--- src/rtl/fmr_pkg.sv ---
// fmr_pkg: shared widths, constants, codes and types of the frame rate meter.
// Used by every module of the block; no dependencies.
package fmr_pkg;

   localparam int STAMP_W       = 32;
   localparam int DRAW_W        = 20;
   localparam int RATE_W        = 24;
   localparam int WIN_DEPTH_DEF = 256;

   // rate = (count-1) * 1000 * 256 / span, scale fits in 18 bits
   localparam int RATE_SCALE    = 256000;
   localparam int RATE_SCALE_W  = 18;

   localparam logic [STAMP_W-1:0] SPAN_MIN_MS   = 32'd1000;
   localparam logic [STAMP_W-1:0] WINDOW_RESET  = 32'd1000;

   localparam int CSR_DATA_W = 32;
   localparam int CSR_ADDR_W = 3;
   localparam logic CSR_WINDOW_IDX = 1'b0;

   localparam logic OP_RECORD = 1'b0;
   localparam logic OP_CLEAR  = 1'b1;

   typedef enum logic [3:0] {
      ST_IDLE,
      ST_DROP_RD,
      ST_DROP,
      ST_PUSH,
      ST_PRUNE_RD,
      ST_PRUNE,
      ST_RATE_GO,
      ST_RATE_WAIT,
      ST_AVG_GO,
      ST_AVG_WAIT,
      ST_OUT
   } fmr_state_type;

   typedef struct packed {
      logic busy;
      logic done;
   } fmr_div_stat_type;

endpackage

--- src/rtl/fmr_div.sv ---
// fmr_div: restoring divider, one quotient bit per cycle.
// Depends on fmr_pkg for the status struct.
module fmr_div import fmr_pkg::*; #(
   parameter int DVD_W = 29,
   parameter int DVS_W = STAMP_W
) (
   input  logic             clock,
   input  logic             reset,
   input  logic             start,
   input  logic [DVD_W-1:0] dividend,
   input  logic [DVS_W-1:0] divisor,
   output fmr_div_stat_type stat,
   output logic [DVD_W-1:0] quotient
);

   localparam int CNT_W = $clog2(DVD_W + 1);

   logic [DVD_W-1:0] quo_ff, quo_in;
   logic [DVS_W-1:0] rem_ff, rem_in;
   logic [DVS_W-1:0] dvs_ff, dvs_in;
   logic [CNT_W-1:0] cnt_ff, cnt_in;
   logic             busy_ff, busy_in;
   logic             done_ff, done_in;

   logic [DVS_W:0] shifted;
   logic [DVS_W:0] diff;
   logic           fits;

   always_comb begin
      shifted = {rem_ff, quo_ff[DVD_W-1]};
      diff    = shifted - {1'b0, dvs_ff};
      fits    = ~diff[DVS_W];
   end

   always_comb begin
      quo_in  = quo_ff;
      rem_in  = rem_ff;
      dvs_in  = dvs_ff;
      cnt_in  = cnt_ff;
      busy_in = busy_ff;
      done_in = 1'b0;
      if (start) begin
         quo_in  = dividend;
         rem_in  = '0;
         dvs_in  = divisor;
         cnt_in  = CNT_W'(DVD_W);
         busy_in = 1'b1;
      end else if (busy_ff) begin
         rem_in = fits ? diff[DVS_W-1:0] : shifted[DVS_W-1:0];
         quo_in = {quo_ff[DVD_W-2:0], fits};
         cnt_in = cnt_ff - CNT_W'(1);
         if (cnt_ff == CNT_W'(1)) begin
            busy_in = 1'b0;
            done_in = 1'b1;
         end
      end
   end

   always_ff @(posedge clock) begin
      if (reset) begin
         busy_ff <= 1'b0;
         done_ff <= 1'b0;
         cnt_ff  <= '0;
      end else begin
         busy_ff <= busy_in;
         done_ff <= done_in;
         cnt_ff  <= cnt_in;
      end
      quo_ff <= quo_in;
      rem_ff <= rem_in;
      dvs_ff <= dvs_in;
   end

   assign stat.busy = busy_ff;
   assign stat.done = done_ff;
   assign quotient  = quo_ff;

endmodule
--- config.mk ---
export PLATFORM = sky130hd
export DESIGN_NAME = fmr_div
export DESIGN_NICKNAME = d
export VERILOG_FILES = /design/src/rtl/fmr_pkg.sv /design/src/rtl/fmr_div.sv
export SDC_FILE = /design/constraint.sdc
export NUM_CORES = 1
export LEC_CHECK = 0
export ABC_CLOCK_PERIOD_IN_PS = 3300
export BUFFER_PORTS_ARGS = -buffer_cell sky130_fd_sc_hd__buf_4
export CORE_UTILIZATION = 30
export CTS_CLUSTER_SIZE = 24
export DETAILED_ROUTE_END_ITERATION = 7
export PLACE_DENSITY = 0.52
export RECOVER_POWER = 50
export SLEW_MARGIN = 20
export SYNTH_ARGS = -nofsm -noshare
export SYNTH_HDL_FRONTEND = slang
export SYNTH_SLANG_ARGS = --single-unit
--- constraint.sdc ---
create_clock -name clock -period 3.3 [get_ports clock]
set_input_delay 0 -clock clock [delete_from_list [all_inputs] [get_ports clock]]
set_output_delay 0 -clock clock [all_outputs]
set_load 0.05 [all_outputs]
==> run summary <==
The number of standard cells after synthesis is 617. The remaining global-route overflow came out at 0. The number of buffers created by CTS came out at 9. The worst path needs 3.13 ns of the cycle, external delays included. Measured along the x axis, the die boundary spans 143 um.

The number of global-route vias before repair is 5124. In this run the most used layer during global routing was met2. In the routed layout, each cell is associated on average with a via count of 4.99.

The maximum level of the CTS H-tree is 3. The final worst setup slack is 0.175 ns. The setup path with the least slack is of type reg -> reg. The number of top-level pins came out at 95.

Summing all non-filler instances in the final layout gives an area of 7800 sq um. At the end of the flow, the number of nets in the layout was 866. The placer congestion estimate is 0.883. The worst slew slack as a fraction of its limit is -20.4%. The final antenna diode count is 0.

Combinational logic burns 28.9% of the power. The root buffer cell is clkbuf_16. The initial antenna violation count is 0. The clock-pin slew reported for the worst setup and hold paths after clock tree synthesis is 0.08 ns. The worst register-to-register path ends at rem_ff[21]. The total power is 3.63 mW. The switching power total is 1.23 mW. The layout overhead on the synthesized area came out at 30.6%. The worst register-to-register path begins at dvs_ff[10]. The sum of negative setup slack came out at 0 ns. The clock tree from TritonCTS is built. STA classifies the critical path endpoint as a flop. The worst path uses 94.7% of the clock period. The mean cell area of the mapped netlist is 9.69 sq um. The main flop type after synthesis is edfxtp_1.

The global-route track usage on met1 is 20.5%. The largest total area in the synthesized netlist belongs to edfxtp_1. The all-layer global routing usage came out at 15.7%.

The number of endpoints failing setup at the final stage is 0. The largest single stage delay on the critical path is 0.52 ns. The ratio of cells with drive above 1 in the final layout is 17.6%. The final reports fail on max-capacitance violations, max-slew violations. The slack of the worst reg-to-reg path is 0.17 ns. The number of distinct library cell variants in the gate-level netlist after synthesis is 64. The classification of the worst-slack hold path is in -> reg. The routing usage on met2 is 25.7%. The cell with the largest stage delay on the worst path is a2111oi_0.

Leaving out fill and tap cells, the most frequent cell in the layout is dlygate4sd3_1. The critical path ends at rem_ff[21]. The site row count is 51.

The synthesized netlist occupies a cell area of 5980 sq um. The critical path data required time came out at 3.55 ns. The clock skew is 0.0120 ns.

Yosys attributes the largest share of cell area to edfxtp_1 (31%), dfxtp_1 (13%), ha_1 (7.1%). The number of port buffers came out at 94. In the layout the commonest cells are dlygate4sd3_1 (63), edfxtp_1 (61), nor2_1 (52), inv_1 (50), buf_4 (46). For the pin with the worst max-slew slack, the measured transition is 1.81 ns. In the synthesized netlist the async set-or-reset flop fraction comes to 0%. The hold violation count in the final report came out at 0. The initial core utilization is 30.6%. Per report_power, the sequential group accounts for 41.7% of the total. The routed length per instance is 15.0 um. The met3 capacity usage during global routing came out at 3.59%. The worst IR drop on VDD is 0.240 mV. The net count after synthesis is 716. The clock insertion delay at the later pin of the skew report is 0.36 ns.

The Yosys warning count came out at 0. The detailed-router iteration count before antenna repair came out at 4. Once detail routing completed, the nets flagged for antenna violations numbered 0. The area of the die is 20500 sq um. The hold slack came out at 0.372 ns. The critical path goes through inv_1, ha_1, a21oi_1, o21ai_1, a2111oi_4, nand2_1, a221o_1, a2111oi_0, o221ai_1, o311a_1. The detailed-placement wirelength estimate came out at 11000 um.

The static power due to leakage is 3.11 nW. The share of the yosys chip area belonging to registers came out at 43.7%. The top cell type's share of synthesized area is 30.6%.

The number of DRC markers after the initial detailed-route iteration came out at 298. The worst setup path is launched from a flop. Timing would allow up to 0.320 GHz. The run finished, with violations left. At the placement stage, the worst setup path has a slack of 0.195 ns. The floorplan die height came out at 143 um. The placed instances occupy a cell area of 6990 sq um. Of all nets on the critical path, the largest fanout is 7. The DRC violation count after routing came out at 0. The portion of total power attributed to the clock network came out at 29.3%. The global-route wire length before repair is 25200 um.

Summing over every cut layer, the via total after detailed routing is 5175. The switching share of power is 34.0%. The worst-case clock buffer depth is 2.

The launch point of the worst path is dvs_ff[10]. The number of sinks driven by the clock tree is 100. The cell-internal power came out at 2.40 mW.

Entering global routing, the biggest net connects 46 pins. The total wire length after detailed routing is 15500 um. Setup repair after global routing left no endpoint under its margin. The post-synthesis register bit count came out at 100. The worst reg-to-reg path cell count came out at 10. The core region is 19500 sq um.

The number of flops mapped to enable cells by yosys is 61. Dividing total power by cell area gives a power density of 465 nW/um^2. Max-cap violations in this run came to 1. The data arrival time of the critical path is 3.38 ns.

The number of max-slew violations in the final report was 37.
## power groups by stage
stage	sequential (mW)	clock, mW	combinational, mW
after floorplan	1.66	0	0.592
after detailed placement	1.54	0	1.02
after CTS	1.52	1.11	1.08
after global routing	1.53	1.16	1.15
final	1.52	1.06	1.05
after global placement	1.54	0	1.01
## per-stage QoR
step                      cells  utilization [%]
after detailed placement    957             35.8
after CTS                  1036             40.5
after global routing       1037             40.0
final                      1037             40.0
after floorplan             617                -
after global placement      957             35.8
## cell families after synthesis
kind of cell	synth area share [%]
simple gates	14.4
compound gates	18.3
flops	43.7
buf+inv	5.65
fa+ha+maj	7.45
mux	6.36
xor+xnor	4.10
## cells in the mapped netlist (all sizes together) (13+ instances only)
master	count
xnor2	18
ha	34
nand3	24
nand4	13
o21ai	31
dfxtp	39
edfxtp	61
nand2	44
clkbuf	20
a311oi	15
inv	50
nor2	52
buf	15
mux2	29
a21oi	37
## sequential cells by signal, indices dropped and copies added (netlist names)
| signal | cells |
|---|---|
| busy_ff | 1 |
| dvs_ff | 32 |
| done_ff | 1 |
| rem_ff | 32 |
| quotient | 29 |
| cnt_ff | 5 |
## repair_timing
| item | 4_1_cts | 5_1_grt |
|---|---|---|
| hold buffers | 63 | 0 |
| setup endpoints to repair | 0 | 5 |
| resized for setup | 0 | 3 |
| buffers inserted | 0 | 1 |
| hold endpoints to repair | 72 | 0 |
## per-layer routing
metal / vias to the layer above / share of wire (%)
li1: 2580 / -
met1: 2410 / 47
met2: 161 / 46
met3: 24 / 5.0
met4: 0 / 1.7
met5: - / 0
## how the worst min path moves through the flow
stage,start,end,slack (ns),depth (start not counted)
2_1_floorplan,reset,busy_ff,0.07,1
3_3_place_gp,divisor[0],dvs_ff[0],0.18,1
3_5_place_dp,divisor[20],dvs_ff[20],0.18,1
4_1_cts,divisor[2],dvs_ff[2],0.35,2
5_1_grt,divisor[23],dvs_ff[23],0.37,2
6_report,divisor[26],dvs_ff[26],0.37,2
## layout make-up
type                       count  area [sq um]
fill                        1964         11700
multi-input combinational    432          3040
sequential                   100          2610
timing repair buffer         174          1350
tap                          265           332
clock buffer                   9           225
inverter                      50           188
clock inverter                 7          63.8
## worst max-delay path, delay by kind of cell (launching register included)
| family | cells | cell delay [ns] |
|---|---|---|
| compound gates | 7 | 2.18 |
| fa+ha+maj | 1 | 0.36 |
| buf+inv | 1 | 0.04 |
| flops | 1 | 0.33 |
| simple gates | 1 | 0.10 |
No activity file was read; power rests on OpenSTA's default activity.
